<file path="src/hw/rtl/identifier_string_tokenizer_defines.svh">
// assertion helpers used by the tokenizer top level
`ifndef IDENTIFIER_STRING_TOKENIZER_DEFINES_SVH
`define IDENTIFIER_STRING_TOKENIZER_DEFINES_SVH

// condition must hold at every clock edge out of reset
`define IST_ASSERT_ALWAYS(lbl, cond, msg) \
  lbl: assert property (@(posedge clk) disable iff (!rst_n) (cond)) else $error(msg);

// antecedent in one cycle implies consequent in the next
`define IST_ASSERT_NEXT(lbl, ante, cons, msg) \
  lbl: assert property (@(posedge clk) disable iff (!rst_n) (ante) |=> (cons)) else $error(msg);

`endif

</file>
<file path="src/hw/rtl/ist_pkg.sv">
package ist_pkg;

  // lexer modes, one-hot
  typedef enum logic [4:0] {
    MODE_START  = 5'b00001,
    MODE_IDENT  = 5'b00010,
    MODE_STRING = 5'b00100,
    MODE_ESCAPE = 5'b01000,
    MODE_END    = 5'b10000
  } mode_t;

  // result kinds
  localparam logic [1:0] KIND_CHAR      = 2'd0;
  localparam logic [1:0] KIND_TOKEN_END = 2'd1;
  localparam logic [1:0] KIND_ERROR     = 2'd2;
  localparam logic [1:0] KIND_EOS       = 2'd3;

  // token types
  localparam logic TYPE_IDENT  = 1'b0;
  localparam logic TYPE_STRING = 1'b1;

  // error codes
  localparam logic ERR_BAD_ESCAPE   = 1'b0;
  localparam logic ERR_UNTERMINATED = 1'b1;

  // characters of interest
  localparam logic [7:0] CH_NL     = 8'h0A;
  localparam logic [7:0] CH_CR     = 8'h0D;
  localparam logic [7:0] CH_HT     = 8'h09;
  localparam logic [7:0] CH_SPACE  = 8'h20;
  localparam logic [7:0] CH_US     = 8'h5F;
  localparam logic [7:0] CH_QUOTE  = 8'h22;
  localparam logic [7:0] CH_BSLASH = 8'h5C;
  localparam logic [7:0] CH_B      = 8'h62;
  localparam logic [7:0] CH_T      = 8'h74;
  localparam logic [7:0] CH_N      = 8'h6E;
  localparam logic [7:0] CH_V      = 8'h76;
  localparam logic [7:0] CH_F      = 8'h66;
  localparam logic [7:0] CH_R      = 8'h72;
  localparam logic [7:0] CH_BS     = 8'h08;
  localparam logic [7:0] CH_VT     = 8'h0B;
  localparam logic [7:0] CH_FF     = 8'h0C;

  // one result transaction
  typedef struct packed {
    logic [1:0]  kind;
    logic        token_type;
    logic [7:0]  char_value;
    logic [15:0] start_line;
    logic [15:0] start_column;
    logic [15:0] end_line;
    logic [15:0] end_column;
    logic        error_code;
    logic        last;
  } res_t;

  localparam res_t RES_NONE = '0;

endpackage

</file>
<file path="src/hw/rtl/identifier_string_tokenizer.sv">
// results are written into a registered result queue and offered from its head
// throughput: one input byte per cycle while in_stall is low; results leave while out_stall is low
// a byte ending an identifier can give two results; a four-entry result queue
// absorbs them and in_stall rises when fewer than two entries are free
// reset (rst_n low, synchronous): queue emptied, mode between tokens, all positions 1
`include "identifier_string_tokenizer_defines.svh"

module identifier_string_tokenizer #(
  parameter int POSITION_BITS = 16
) (
  input  logic        clk,
  input  logic        rst_n,
  input  logic        in_valid,
  output logic        in_stall,
  input  logic [7:0]  in_byte_value,
  input  logic        in_end_of_input,
  output logic        out_valid,
  input  logic        out_stall,
  output logic [1:0]  out_kind,
  output logic        out_token_type,
  output logic [7:0]  out_char_value,
  output logic [15:0] out_start_line,
  output logic [15:0] out_start_column,
  output logic [15:0] out_end_line,
  output logic [15:0] out_end_column,
  output logic        out_error_code,
  output logic        out_last
);

  localparam int QDEPTH = 4;
  localparam int QIDX   = $clog2(QDEPTH);
  localparam logic [POSITION_BITS-1:0] POS_ONE = {{(POSITION_BITS-1){1'b0}}, 1'b1};
  localparam logic [QIDX:0] Q_LIMIT = (QIDX+1)'(QDEPTH - 2);
  localparam logic [QIDX:0] Q_FULL  = (QIDX+1)'(QDEPTH);

  // lexer state
  ist_pkg::mode_t           mode_r, mode_nxt;
  logic [POSITION_BITS-1:0] line_r, line_nxt, col_r, col_nxt;
  logic [POSITION_BITS-1:0] tok_line_r, tok_line_nxt, tok_col_r, tok_col_nxt;

  ist_pkg::res_t res0, res1;
  logic [1:0]    res_count;

  // result queue
  ist_pkg::res_t   q_r [QDEPTH];
  logic [QIDX-1:0] wr_r, rd_r;
  logic [QIDX:0]   cnt_r, cnt_nxt;

  logic in_acc, out_acc;
  logic [1:0] push_n;
  logic at_end;

  ist_step #(.POSITION_BITS(POSITION_BITS)) u_step (
    .mode         (mode_r),
    .line         (line_r),
    .col          (col_r),
    .tok_line     (tok_line_r),
    .tok_col      (tok_col_r),
    .byte_value   (in_byte_value),
    .end_of_input (in_end_of_input),
    .mode_nxt     (mode_nxt),
    .line_nxt     (line_nxt),
    .col_nxt      (col_nxt),
    .tok_line_nxt (tok_line_nxt),
    .tok_col_nxt  (tok_col_nxt),
    .res0         (res0),
    .res1         (res1),
    .res_count    (res_count)
  );

  // handshakes
  assign in_stall  = (cnt_r > Q_LIMIT);
  assign in_acc    = in_valid && !in_stall;
  assign out_valid = (cnt_r != '0);
  assign out_acc   = out_valid && !out_stall;
  assign push_n    = in_acc ? res_count : 2'd0;
  assign cnt_nxt   = cnt_r + (QIDX+1)'(push_n) - (QIDX+1)'(out_acc);

  // lexer state update
  always_ff @(posedge clk) begin
    if (!rst_n) begin
      mode_r     <= ist_pkg::MODE_START;
      line_r     <= POS_ONE;
      col_r      <= POS_ONE;
      tok_line_r <= POS_ONE;
      tok_col_r  <= POS_ONE;
    end else if (in_acc) begin
      mode_r     <= mode_nxt;
      line_r     <= line_nxt;
      col_r      <= col_nxt;
      tok_line_r <= tok_line_nxt;
      tok_col_r  <= tok_col_nxt;
    end
  end

  // queue pointers
  always_ff @(posedge clk) begin
    if (!rst_n) begin
      wr_r  <= '0;
      rd_r  <= '0;
      cnt_r <= '0;
    end else begin
      wr_r  <= wr_r + QIDX'(push_n);
      rd_r  <= rd_r + QIDX'(out_acc);
      cnt_r <= cnt_nxt;
    end
  end

  // queue storage
  always_ff @(posedge clk) begin
    if (push_n != 2'd0) q_r[wr_r] <= res0;
    if (push_n == 2'd2) q_r[wr_r + QIDX'(1)] <= res1;
  end

  // head of queue drives the result transaction
  ist_pkg::res_t head;
  assign head             = q_r[rd_r];
  assign out_kind         = head.kind;
  assign out_token_type   = head.token_type;
  assign out_char_value   = head.char_value;
  assign out_start_line   = head.start_line;
  assign out_start_column = head.start_column;
  assign out_end_line     = head.end_line;
  assign out_end_column   = head.end_column;
  assign out_error_code   = head.error_code;
  assign out_last         = head.last;

  // checks
  assign at_end = (mode_r == ist_pkg::MODE_END);

  `IST_ASSERT_ALWAYS(a_q_bound, cnt_r <= Q_FULL, "result queue overflow")
  `IST_ASSERT_NEXT(a_end_sticky, at_end, at_end, "left end of stream")
  `IST_ASSERT_NEXT(a_push_shows, push_n != 2'd0, out_valid, "pushed result not offered")

endmodule

</file>
<file path="src/hw/rtl/ist_step.sv">
module ist_step #(
  parameter int POSITION_BITS = 16
) (
  input  ist_pkg::mode_t              mode,
  input  logic [POSITION_BITS-1:0]    line,
  input  logic [POSITION_BITS-1:0]    col,
  input  logic [POSITION_BITS-1:0]    tok_line,
  input  logic [POSITION_BITS-1:0]    tok_col,
  input  logic [7:0]                  byte_value,
  input  logic                        end_of_input,
  output ist_pkg::mode_t              mode_nxt,
  output logic [POSITION_BITS-1:0]    line_nxt,
  output logic [POSITION_BITS-1:0]    col_nxt,
  output logic [POSITION_BITS-1:0]    tok_line_nxt,
  output logic [POSITION_BITS-1:0]    tok_col_nxt,
  output ist_pkg::res_t               res0,
  output ist_pkg::res_t               res1,
  output logic [1:0]                  res_count
);

  localparam logic [POSITION_BITS-1:0] POS_MAX = {POSITION_BITS{1'b1}};
  localparam logic [POSITION_BITS-1:0] POS_ONE = {{(POSITION_BITS-1){1'b0}}, 1'b1};

  // low 16 bits of a position, zero extended when positions are narrower
  function automatic logic [15:0] loc16(input logic [POSITION_BITS-1:0] pos);
    logic [POSITION_BITS+15:0] ext;
    ext = {16'b0, pos};
    return ext[15:0];
  endfunction

  // character classes
  logic b_space, b_letter, b_ident, b_esc_ok;
  logic [7:0] esc_val;

  always_comb begin
    b_space  = (byte_value == ist_pkg::CH_SPACE) ||
               (byte_value >= ist_pkg::CH_HT && byte_value <= ist_pkg::CH_CR);
    b_letter = (byte_value >= 8'h61 && byte_value <= 8'h7A) ||
               (byte_value >= 8'h41 && byte_value <= 8'h5A) ||
               (byte_value == ist_pkg::CH_US);
    b_ident  = b_letter || (byte_value >= 8'h30 && byte_value <= 8'h39);
    b_esc_ok = 1'b1;
    case (byte_value)
      ist_pkg::CH_B:      esc_val = ist_pkg::CH_BS;
      ist_pkg::CH_T:      esc_val = ist_pkg::CH_HT;
      ist_pkg::CH_N:      esc_val = ist_pkg::CH_NL;
      ist_pkg::CH_V:      esc_val = ist_pkg::CH_VT;
      ist_pkg::CH_F:      esc_val = ist_pkg::CH_FF;
      ist_pkg::CH_R:      esc_val = ist_pkg::CH_CR;
      ist_pkg::CH_QUOTE:  esc_val = ist_pkg::CH_QUOTE;
      ist_pkg::CH_BSLASH: esc_val = ist_pkg::CH_BSLASH;
      default: begin
        esc_val  = 8'h00;
        b_esc_ok = 1'b0;
      end
    endcase
  end

  // position after consuming this byte, saturating
  logic [POSITION_BITS-1:0] adv_line, adv_col;

  always_comb begin
    adv_line = line;
    adv_col  = col;
    if (byte_value == ist_pkg::CH_NL) begin
      if (line != POS_MAX) adv_line = line + POS_ONE;
      adv_col = POS_ONE;
    end else if (byte_value != ist_pkg::CH_CR) begin
      if (col != POS_MAX) adv_col = col + POS_ONE;
    end
  end

  // between-token handling, shared by start mode and identifier end
  ist_pkg::mode_t bt_mode;
  ist_pkg::res_t  bt_res;
  logic           bt_valid, bt_adv, bt_mark;

  always_comb begin
    bt_mode  = ist_pkg::MODE_START;
    bt_res   = ist_pkg::RES_NONE;
    bt_valid = 1'b0;
    bt_adv   = 1'b0;
    bt_mark  = 1'b0;
    if (end_of_input) begin
      bt_mode       = ist_pkg::MODE_END;
      bt_res.kind   = ist_pkg::KIND_EOS;
      bt_valid      = 1'b1;
    end else if (b_space) begin
      bt_adv = 1'b1;
    end else if (b_letter) begin
      bt_mark           = 1'b1;
      bt_adv            = 1'b1;
      bt_mode           = ist_pkg::MODE_IDENT;
      bt_res.kind       = ist_pkg::KIND_CHAR;
      bt_res.token_type = ist_pkg::TYPE_IDENT;
      bt_res.char_value = byte_value;
      bt_valid          = 1'b1;
    end else if (byte_value == ist_pkg::CH_QUOTE) begin
      bt_mark = 1'b1;
      bt_adv  = 1'b1;
      bt_mode = ist_pkg::MODE_STRING;
    end else begin
      bt_mode     = ist_pkg::MODE_END;
      bt_res.kind = ist_pkg::KIND_EOS;
      bt_valid    = 1'b1;
    end
  end

  // per-mode update
  logic adv, mark;

  always_comb begin
    mode_nxt  = mode;
    res0      = ist_pkg::RES_NONE;
    res1      = ist_pkg::RES_NONE;
    res_count = 2'd0;
    adv       = 1'b0;
    mark      = 1'b0;
    case (mode)
      ist_pkg::MODE_START: begin
        mode_nxt  = bt_mode;
        res0      = bt_res;
        res_count = {1'b0, bt_valid};
        adv       = bt_adv;
        mark      = bt_mark;
      end
      ist_pkg::MODE_IDENT: begin
        if (!end_of_input && b_ident) begin
          res0.kind       = ist_pkg::KIND_CHAR;
          res0.token_type = ist_pkg::TYPE_IDENT;
          res0.char_value = byte_value;
          res_count       = 2'd1;
          adv             = 1'b1;
        end else begin
          // token end uses the location before the terminating byte
          res0.kind         = ist_pkg::KIND_TOKEN_END;
          res0.token_type   = ist_pkg::TYPE_IDENT;
          res0.start_line   = loc16(tok_line);
          res0.start_column = loc16(tok_col);
          res0.end_line     = loc16(line);
          res0.end_column   = loc16(col);
          res1              = bt_res;
          res_count         = bt_valid ? 2'd2 : 2'd1;
          mode_nxt          = bt_mode;
          adv               = bt_adv;
          mark              = bt_mark;
        end
      end
      ist_pkg::MODE_STRING: begin
        if (end_of_input) begin
          mode_nxt        = ist_pkg::MODE_END;
          res0.kind       = ist_pkg::KIND_ERROR;
          res0.error_code = ist_pkg::ERR_UNTERMINATED;
          res_count       = 2'd1;
        end else if (byte_value == ist_pkg::CH_QUOTE) begin
          // end location is just past the closing quote
          adv               = 1'b1;
          mode_nxt          = ist_pkg::MODE_START;
          res0.kind         = ist_pkg::KIND_TOKEN_END;
          res0.token_type   = ist_pkg::TYPE_STRING;
          res0.start_line   = loc16(tok_line);
          res0.start_column = loc16(tok_col);
          res0.end_line     = loc16(adv_line);
          res0.end_column   = loc16(adv_col);
          res_count         = 2'd1;
        end else if (byte_value == ist_pkg::CH_BSLASH) begin
          adv      = 1'b1;
          mode_nxt = ist_pkg::MODE_ESCAPE;
        end else begin
          adv             = 1'b1;
          res0.kind       = ist_pkg::KIND_CHAR;
          res0.token_type = ist_pkg::TYPE_STRING;
          res0.char_value = byte_value;
          res_count       = 2'd1;
        end
      end
      ist_pkg::MODE_ESCAPE: begin
        if (end_of_input || !b_esc_ok) begin
          mode_nxt        = ist_pkg::MODE_END;
          res0.kind       = ist_pkg::KIND_ERROR;
          res0.error_code = ist_pkg::ERR_BAD_ESCAPE;
          res_count       = 2'd1;
        end else begin
          adv             = 1'b1;
          mode_nxt        = ist_pkg::MODE_STRING;
          res0.kind       = ist_pkg::KIND_CHAR;
          res0.token_type = ist_pkg::TYPE_STRING;
          res0.char_value = esc_val;
          res_count       = 2'd1;
        end
      end
      default: begin
        mode_nxt = ist_pkg::MODE_END;
      end
    endcase
    res0.last = (res_count == 2'd1);
    res1.last = 1'b1;
  end

  // position and token start updates
  assign line_nxt     = adv  ? adv_line : line;
  assign col_nxt      = adv  ? adv_col  : col;
  assign tok_line_nxt = mark ? line     : tok_line;
  assign tok_col_nxt  = mark ? col      : tok_col;

endmodule
</file>
<file path="config.mk">
export PLATFORM = sky130hd
export DESIGN_NAME = identifier_string_tokenizer
export DESIGN_NICKNAME = d
export VERILOG_FILES = /design/src/hw/rtl/ist_pkg.sv /design/src/hw/rtl/identifier_string_tokenizer.sv /design/src/hw/rtl/ist_step.sv
export VERILOG_INCLUDE_DIRS = /design/src /design/src/hw/rtl
export SDC_FILE = /design/constraint.sdc
export NUM_CORES = 1
export LEC_CHECK = 0
export ABC_CLOCK_PERIOD_IN_PS = 9300
export BUFFER_PORTS_ARGS = -buffer_cell sky130_fd_sc_hd__buf_4
export CAP_MARGIN = 20
export CORE_MARGIN = 5
export CORE_UTILIZATION = 45
export DETAILED_ROUTE_END_ITERATION = 12
export PLACE_DENSITY_LB_ADDON = 0.05
export SLEW_MARGIN = 20
export SYNTH_ARGS = -nofsm -noshare
export SYNTH_HDL_FRONTEND = slang
export SYNTH_SLANG_ARGS = --single-unit
</file>
<file path="constraint.sdc">
create_clock -name clk -period 9.3 [get_ports clk]
set_input_delay 0.93 -clock clk [delete_from_list [all_inputs] [get_ports clk]]
set_output_delay 0.93 -clock clk [all_outputs]
set_load 0.005 [all_outputs]
</file>
Word-level counts from Yosys, hierarchy flattened
Memories as Yosys holds them, arrays and structs flattened. A register that Yosys moved wholly into a read port is not among the register bits.
Index checks and enable logic that the tools add are counted.
Widths: inputs -> output; s select.
{"block": "word_totals", "ff_bits": 76, "mem_bits_rw": 308, "out_inout_bits": 79, "word_cells": 137, "n_memories": 1}
{"memory": "q_r", "depth": 4, "word_bits": 77, "rd": 1, "rd_clocked_by_memory_dff": 1, "write_ports": 2, "line_no": "identifier_string_tokenizer.sv:45", "rtl": "ist_pkg::res_t q_r [QDEPTH];"}
{"block": "classes", "add_sub_neg": 7, "magnitude_cmp": 9, "n_eq_ne": 22, "n_mux": 68, "n_reduce_logical": 22}
{"cell": "$mux 77", "n": 2}
{"cell": "$mux 64", "n": 2}
{"cell": "$pmux 64 s2", "n": 1}
{"cell": "$mux 16", "n": 5}
{"cell": "$mux 73", "n": 1}
{"cell": "$eq 8x7->1 const B", "n": 8}
{"cell": "$pmux 7 s8", "n": 1}
{"cell": "$mux 5", "n": 9}
{"cell": "$pmux 11 s4", "n": 1}
{"cell": "$add 16x1->16 const B", "n": 2}
{"cell": "$ne 16x16->1 const B", "n": 2}
{"cell": "$mux 9", "n": 3}
{"cell": "$mux 2", "n": 12}
{"cell": "$mux 8", "n": 3}
{"cell": "$mux 1", "n": 22}
{"cell": "$pmux 5 s4", "n": 1}
{"cell": "$eq 8x6->1 const B", "n": 2}
{"cell": "$ge 8x7->1 const B", "n": 2}
{"cell": "$le 8x7->1 const B", "n": 2}
{"cell": "$mux 11", "n": 1}
{"cell": "$eq 8x4->1 const B", "n": 1}
{"cell": "$ge 8x4->1 const B", "n": 1}
{"cell": "$ge 8x6->1 const B", "n": 1}
{"cell": "$le 8x4->1 const B", "n": 1}
{"cell": "other kinds (28)", "n": 42}

Depth between registers and ports, before layout
Gate-level depths: netlist of run 1.
{"block": "depth", "ltp_word": 14, "depth_mapped": 17}

Cells and area by module
A second synthesis of run 1 with hierarchy kept.
{"block": "unflattened", "hier_cells": 1619, "hier_area_um2": 21760.9}
{"module": "identifier_string_tokenizer", "n_inst": 1, "cells_each": 1118, "area_each_um2": 18371.4, "seq_area_each_um2": 10770.3}
{"module": "ist_step", "n_inst": 1, "cells_each": 501, "area_each_um2": 3389.5, "seq_area_each_um2": 0.0}

Worst setup path after synthesis of run 1
No wires, ideal clock.
{"block": "synth_timing", "path_type": "input-to-reg", "from": "input port in_byte_value[0]", "to": "register cnt_r[2]", "arrival_ps": 3472, "required_time_ps": 9172, "path_slack_ps": 5701, "cell_stages": 15, "n_path_buf": 0, "cell_sequence": "or4_4 -> a21oi_4 -> o22ai_2 -> or2_2 -> a21oi_1 -> nor2_1 -> inv_1 -> ha_1 -> inv_1 -> ha_1 -> inv_1 -> fa_1 -> xnor2_1 -> xnor2_1 -> nor2_1"}
{"block": "synth_via", "elab_chain_cells": 13, "word_cells_on_any_way": 34}
{"element": "from (decl)", "line_no": "identifier_string_tokenizer.sv:15", "rtl": "input logic [7:0] in_byte_value,"}
{"element": "$ge 8x7->1 (tied with other cells)", "line_no": "ist_step.sv:38", "rtl": "b_letter = (byte_value >= 8'h61 && byte_value <= 8'h7A) ||"}
{"element": "$logic_and 1x1->1 (on tied branches)", "line_no": "ist_step.sv:38, ist_step.sv:39"}
{"element": "$logic_or 1x1->1", "line_no": "ist_step.sv:38"}
{"element": "$logic_or 1x1->1", "line_no": "ist_step.sv:39", "rtl": "(byte_value >= 8'h41 && byte_value <= 8'h5A) ||"}
{"element": "$mux 1", "line_no": "ist_step.sv:90", "rtl": "end else if (b_letter) begin"}
{"element": "$mux 1", "line_no": "ist_step.sv:88", "rtl": "end else if (b_space) begin"}
{"element": "$mux 1", "line_no": "ist_step.sv:84", "rtl": "if (end_of_input) begin"}
{"element": "$mux 2", "line_no": "ist_step.sv:143", "rtl": "res_count = bt_valid ? 2'd2 : 2'd1;"}
{"element": "$mux 2", "line_no": "ist_step.sv:128", "rtl": "if (!end_of_input && b_ident) begin"}
{"element": "$pmux 2 s4 (*)", "line_no": "ist_step.sv:119", "rtl": "case (mode)"}
{"element": "$mux 2 (*)", "line_no": "identifier_string_tokenizer.sv:76", "rtl": "assign push_n = in_acc ? res_count : 2'd0;"}
{"element": "$add 3x2->3 (*)", "line_no": "identifier_string_tokenizer.sv:77", "rtl": "assign cnt_nxt = cnt_r + (QIDX+1)'(push_n) - (QIDX+1)'(out_acc);"}
{"element": "$sub 3x1->3 (*)", "line_no": "identifier_string_tokenizer.sv:77"}
{"element": "to (signal assigned)", "line_no": "identifier_string_tokenizer.sv:105", "rtl": "cnt_r <= cnt_nxt;"}
{"element": "to (decl)", "line_no": "identifier_string_tokenizer.sv:47", "rtl": "logic [QIDX:0] cnt_r, cnt_nxt;"}
Mark *: on every way between the ends. The rest lies on a longest branch, timed or not.
A chain may end at the register's enable or synchronous reset.

==> flow_summary.toml, run 1 <==
[final_layout]
final_cells = 2166
final_cell_area_excluding_filler_cells_mm2 = 0.0184
drive_gt1_share_pct = 15.8
layout.filler_cells = 3292
nNetsFinal = 1697
antenna_cells = 0
layout-area-overhead-vs-synth_pct = 13.1

[routing]
number_of_antenna_violating_nets_in_the_routed_design = 0
drt-pass1-iter-count = 5
first_iter_violations = 663
dr_total_vias = 12700
drt-vias-per-instance = 5.86
drc = 0
post_detailed_route_wirelength_per_cell_um = 21.0
route.final.wire_length_mm = 45.5

[power_and_ir_drop]
power.leakage_nw = 6.42
worst_supply_voltage_drop_on_vdd_mv = 0.249
report.power.total_w = 0.00383
sw_pwr_w = 0.00101
clock_power_share_pct = 40.9
p_seq_share_pct = 46.5
cellInternalPower_w = 0.00282
switching_share_pct = 26.5
power_density_mw_per_mm2 = 208
p_comb_share_pct = 12.5

[timing]
slew_headroom_pct = 27.1
max_freq_mhz = 233
finish_stage_setup_viols = 0
unrepaired_setup_endpoints_after_global_routing = "false"
worstMarginPinSlew_ps = 1090
final_min_period_over_clock_period_pct = 46.2
totalNegativeSetupSlack_ps = 0
clock-skew-final_ps = 19.6
layout_min_cycle_time_ps = 4300
max_slew_vio_count = 0
report.final.hold_viol_count = 0

[synthesis]
syn_nets = 1691
yosys.area.top_type_share_pct = 42.3
netlist_instances = 1670
yosys.area.top_type = "dfxtp_1"
synth_ff_type = "dfxtp_1"
ys_types = 66
synthesis.area_mm2 = 0.0163
syn_avg_cell_area_um2 = 9.76
number_of_enable_type_register_cells_in_the_synthesized_netlist = 40
sequential_share_of_the_synthesized_area_pct = 49.6
cell_types_with_the_largest_area_share_after_synthesis = "dfxtp_1 (42%), mux4_2 (11%), edfxtp_1 (7.4%), o21ai_0 (6.4%), nand3_1 (4.9%)"
synth_warnings = 0
synth_seq_cells = 384
postSynth.asyncResetShare_pct = 0

[global_routing]
largest_net_degree_at_the_start_of_global_routing = 81
antenna_found_initial = 0
track_usage_pct = 22.0
first_global_vias = 12400
globalRoute.totalOverflow = 0
grt_pass1_wl_mm = 71.9

[critical_path]
critical_path_class = "in -> reg"
cp.required_ps = 9490
start_kind = "input port"
timing.critical_path.arrival_ps = 4490
cp_max_fo = 36
timing.critical_path.slowest_cell_delay_ps = 700
endpoint_kind = "flip-flop"
critical_path.cell_chain = "buf_4, or4_4, a21oi_4, o22ai_2, or4_1, nand2b_2, buf_4, and2_0, inv_1"
worst_path_most_repeated_cell = "buf_4"
critPathBufInv = 3
timing.critical_path.slowest_stage_cell = "nand2b_2"
cpLargestDelayFamily = "simple AND/OR/NAND/NOR gates"

[worst_hold_path]
min_path_type = "reg -> reg"

[clock_network]
htree_num_levels = 2
clock_tree_from_tritoncts = "yes"
cts_hold_buf = 0
numCtsBuffers = 42
cts.clk_slew.worst_paths_ps = 60
clkSinkCount = 384
postCtsSetupBuffers = 0
clock_latency_ps = 540
cts-root-to-sink-buffers = 3
post_cts_resize_count = 0
clock_tree.root_cell = "clkbuf_16"

[floorplanning]
std_cell_core_area_mm2 = 0.0357
ioPinCount = 92
die_h_um = 200
total_number_of_placement_rows = 69
floorplan.initialDensity_pct = 45.7
floorplan.die_area_mm2 = 0.0401
horizontal_extent_of_the_die_um = 200

[placement]
routabilityCongestion = 0.828
place_inst = 2092
postPlaceCellArea_mm2 = 0.0171
io_buffers = 91
hpwl_after_detailed_placement_mm = 28.3

[job]
drv_cap = 0

[run_status]
run_status = "finished clean"
==> metal layers <==
metal  track usage [%]  up-vias  part of all wire [%]
li1                  -     6115                     -
met4              6.34        0                   2.4
met5                 0        -                     0
met2              35.4      297                    46
met1              31.3     6210                    47
met3              3.17       65                   4.4
==> power by group through the flow <==
stage / registers [W] / clock network, W / logic (W)
finish: 0.00178 / 0.00157 / 0.000480
global route: 0.00179 / 0.00167 / 0.000524
CTS: 0.00178 / 0.00161 / 0.000487
detailed placement: 0.00182 / 0 / 0.000486
global placement: 0.00182 / 0 / 0.000482
floorplan: 0.00176 / 0 / 0.000375
==> state kept, by name (all words and copies together), names as in the netlist <==
name	flops
q_r	308
mode_r	5
line_r	16
cnt_r	3
wr_r	2
tok_line_r	16
rd_r	2
col_r	16
tok_col_r	16
==> worst min-delay path: stages, from the launching register on <==
cell and delay, ps:
dfxtp_1 310, nand2_1 50, o21ai_1 50
==> path summary, 6_finish.rpt <==
path	from	end	slack, ps	cells past startpoint
max	in_byte_value[0]	q_r[1][75]	5000	9
min	q_r[2][48]	q_r[2][48]	450	2
max reg2reg	mode_r[3]	q_r[0][0]	5410	9
min reg2reg	q_r[2][48]	q_r[2][48]	450	2
==> synth_stat cells (5+ instances only) <==
library cell	number
dfxtp_1	344
nand3b_1	6
nand2_1	168
nor4_1	6
edfxtp_1	40
mux4_2	77
nor2b_1	7
o21ai_0	208
and3_1	11
ha_1	7
or4_1	6
nor3_1	28
nand3_1	158
xnor2_1	9
and2_1	14
o22ai_1	5
o2bb2ai_1	67
o21ai_1	32
a21oi_1	50
inv_1	16
a31oi_1	7
nand4_1	17
clkbuf_1	105
buf_2	18
nand2b_1	17
o21a_1	6
a22oi_1	9
or3_1	6
buf_1	19
mux2i_1	38
nor2_1	112
==> per-stage QoR <==
| step | worst slack [ps] | hold slack (ps) | util (%) |
|---|---|---|---|
| after floorplan | 5700 | 420 | - |
| after global placement | 4580 | 430 | 48.1 |
| after detailed placement | 4460 | 441 | 48.1 |
| after CTS | 5020 | 448 | 51.7 |
| after global routing | 4860 | 461 | 51.7 |
| final | 5000 | 446 | 51.7 |
==> area by class of cell <==
cell class	instances	area, µm²	share of cell area, %
clock inverter	15	101	0.550
tap	461	577	3.13
clock buffer	58	1180	6.41
timing repair buffer	109	818	4.44
multi-input combinational	1122	7600	41.2
sequential	384	8100	43.9
inverter	17	63.8	0.346
==> cells by family (layout without fill, tap and decap cells) <==
| logic type | count (synthesis) | after routing | synth area share [%] |
|---|---|---|---|
| mux | 116 | 116 | 13.0 |
| compound gates | 415 | 415 | 15.4 |
| fa+ha+maj | 8 | 8 | 0.660 |
| simple gates | 573 | 573 | 16.7 |
| flops | 384 | 384 | 49.6 |
| buf+inv | 164 | 199 | 4.11 |
| xor+xnor | 10 | 10 | 0.537 |
==> cells in the final DEF (no fill, tap or decap), types with 5 or more instances in the layout <==
master,instances
buf_4,109
and2_1,12
mux2i_1,38
nand2b_1,16
dfxtp_1,342
nand3_1,156
nor2b_1,7
nand2_1,167
ha_1,7
a22oi_1,9
nor2_1,112
clkbuf_8,5
o22ai_1,5
and3_1,11
nand4_1,17
or4_1,6
edfxtp_1,40
nor3_1,28
inv_1,15
clkbuf_1,10
o21ai_1,32
o21a_1,6
a31oi_1,7
o2bb2ai_1,67
or3_1,6
o21ai_0,207
a21oi_1,50
nor4_1,6
clkinv_2,11
mux4_2,77
xnor2_1,9
clkbuf_16,43
nand3b_1,6
(Power assumes the default switching activity.)
==> run 2: changes to the inputs <==
ABC_AREA = 1   (was default)
ABC_CLOCK_PERIOD_IN_PS = 4490   (was 9300)
clock period = 4.49 ns   (was 9.3 ns; I/O delays follow)
==> run 2 against run 1 <==
Clock-buffer cell count is 8 higher; sequential share of layout area down 4.8 points; hold slack got worse by 170 ps; synthesized cell count is 61% higher; total power grew to 2.7 times the previous value.
==> flow_summary.toml, run 2 <==
[routing]
number_of_antenna_violating_nets_in_the_routed_design = 0
first_iter_violations = 1570
route.final.wire_length_mm = 63.3
routed-wl-met2_mm = 28.4
dr_total_vias = 18200
drc = 0
wl_met3_mm = 4.71
m1WireLength_mm = 28.9
drt-vias-per-instance = 5.67
drt-pass1-iter-count = 5
post_detailed_route_wirelength_per_cell_um = 19.7
route.top_layer_used = "met4"

[synthesis]
synth_ff_type = "dfxtp_1"
netlist_instances = 2686
cell_types_with_the_largest_area_share_after_synthesis = "dfxtp_1 (38%), nand3_1 (14%), nand2_1 (14%), nor2_1 (7.8%), edfxtp_1 (6.5%)"
yosys.area.top_type = "dfxtp_1"
synth_common_cells = "nand2_1 (671), nand3_1 (507), nor2_1 (383)"
sequential_share_of_the_synthesized_area_pct = 44.0
number_of_enable_type_register_cells_in_the_synthesized_netlist = 40
synth_seq_cells = 384
postSynth.asyncResetShare_pct = 0
synth_warnings = 0
synthesis.area_mm2 = 0.0184
yosys.area.top_type_share_pct = 37.5
syn_nets = 2707
ys_types = 34
synth_most_common_cell = "nand2_1"
syn_avg_cell_area_um2 = 6.84

[global_routing]
grt_pass1_wl_mm = 98.1
first_global_vias = 17000
largest_net_degree_at_the_start_of_global_routing = 94
track_usage_pct = 27.4
antenna_found_initial = 1
globalRoute.totalOverflow = 0

[critical_path]
critPathBufInv = 3
cpLargestDelayFamily = "buffers and inverters"
timing.critical_path.arrival_ps = 2700
start_kind = "flip-flop"
critical_path.reg2reg.startpoint = "mode_r[0]"
endpoint_kind = "primary output"
critical_path_class = "reg -> out"
timing.critical_path.slowest_stage_cell = "inv_4"
cp_max_fo = 93
cp-startpoint = "rd_r[0]"
critical_path.cell_chain = "inv_4, buf_12, o21ai_0, o22ai_1, buf_4"
timing.critical_path.slowest_cell_delay_ps = 700
cp.required_ps = 4040

[timing]
layout_min_cycle_time_ps = 3150
report.final.hold_viol_count = 0
slew_headroom_pct = 23.7
finish_stage_setup_viols = 0
final_min_period_over_clock_period_pct = 70.0
totalNegativeSetupSlack_ps = 0
max_slew_vio_count = 0
worstMarginPinSlew_ps = 1140
clock-skew-final_ps = 17.0
max_freq_mhz = 318
unrepaired_setup_endpoints_after_global_routing = "false"

[clock_network]
cts-root-to-sink-buffers = 3
post_cts_resize_count = 0
postCtsSetupBuffers = 0
htree_num_levels = 2
cts_hold_buf = 0
clock_tree_from_tritoncts = "yes"
cts.clk_slew.worst_paths_ps = 60
clock_tree.root_cell = "clkbuf_16"
numCtsBuffers = 44
clock_latency_ps = 570
clkSinkCount = 384

[final_layout]
nNetsFinal = 2671
top_register = "q_r"
final_core_util_pct = 51.0
layout-area-overhead-vs-synth_pct = 12.6
drive_gt1_share_pct = 8.68
most_common_cell_after_layout_fill_and_taps_aside = "nand2_1"
layout.cells.most_common_list = "nand2_1 (664), nand3_1 (507), nor2_1 (378)"
antenna_cells = 0
largest_register_ff_count = 308

[power_and_ir_drop]
sw_pwr_w = 0.00350
clock_power_share_pct = 35.6
p_seq_share_pct = 35.9
cellInternalPower_w = 0.00680
p_comb_share_pct = 28.4
switching_share_pct = 34.0
worst_supply_voltage_drop_on_vdd_mv = 0.385
power.leakage_nw = 9.46
power_density_mw_per_mm2 = 498

[floorplanning]
floorplan.die_area_mm2 = 0.0449
floorplan.initialDensity_pct = 45.3
total_number_of_placement_rows = 74
std_cell_core_area_mm2 = 0.0406
die_h_um = 212
horizontal_extent_of_the_die_um = 212
ioPinCount = 92

[placement]
routabilityCongestion = 0.878
hpwl_after_detailed_placement_mm = 37.9
io_buffers = 91

[job]
drv_cap = 0

[worst_hold_path]
worst_hold_startpoint = "in_end_of_input"
min_path_type = "in -> reg"

[run_status]
run_status = "finished clean"
==> run 2: changes by cell type after synthesis, sizes merged, moves of 52 or more <==
cell	delta
mux4	-77
o22ai	+78
buf	+52
nand3	+349
o2bb2ai	-67
nor2	+272
nand2	+508
inv	+95
==> run 2: worst min-delay path, stage by stage <==
cell     delay [ps]
buf_4           130
o31ai_1          80
nand2_1          70
a21oi_1          60
==> run 2: cell families after synthesis <==
group	synth area share (%)
AOI/OAI and AO/OA	10.1
xor gates and xnor gates	1.05
adders and majority gates	0.586
buffers and inverters	7.33
DFF	44.0
and+or+nand+nor	36.9
==> run 2: metrics by stage <==
stage | power, W | std cells | hold slack, ps | setup slack, ps | cell area, µm²
final | 0.0103 | 3215 | 273 | 1340 | 20700
after global routing | 0.0108 | 3215 | 286 | 1220 | 20700
after CTS | 0.0103 | 3215 | 248 | 1400 | 20700
after detailed placement | 0.00668 | 3136 | 441 | 1120 | 19200
after global placement | 0.00666 | 3136 | 445 | 1200 | 19200
after floorplan | 0.00538 | 2686 | 424 | 1790 | 18400
==> run 2: final timing paths <==
check                         end  slack, ps  cells past startpoint
min reg2reg             q_r[1][0]        460                      2
max          out_start_column[14]       1340                      5
min                     mode_r[2]        270                      4
max reg2reg            q_r[0][75]       1500                      8
==> run 2: power groups by stage <==
stage               Combinational, W  Clock (W)  Sequential (W)
global placement             0.00289          0         0.00377
CTS                          0.00291    0.00373         0.00370
floorplan                    0.00166          0         0.00373
global route                 0.00317    0.00387         0.00371
detailed placement           0.00290          0         0.00377
finish                       0.00293    0.00367         0.00370
==> run 2: per-layer routing <==
layer / vias up / track usage (%)
li1: 8802 / -
met1: 8689 / 38.7
met2: 648 / 43.5
met3: 84 / 5.02
met4: 0 / 7.46
met5: - / 0
==> run 2: final cells by class <==
type                            instances  area (µm²)
Fill cell                            4094       19900
Clock buffer                           66        1340
Multi-Input combinational cell       1976        8990
Inverter                              114         432
Clock inverter                         13         153
Sequential cell                       384        8090
Timing Repair Buffer                  130        1010
Tap cell                              532         666
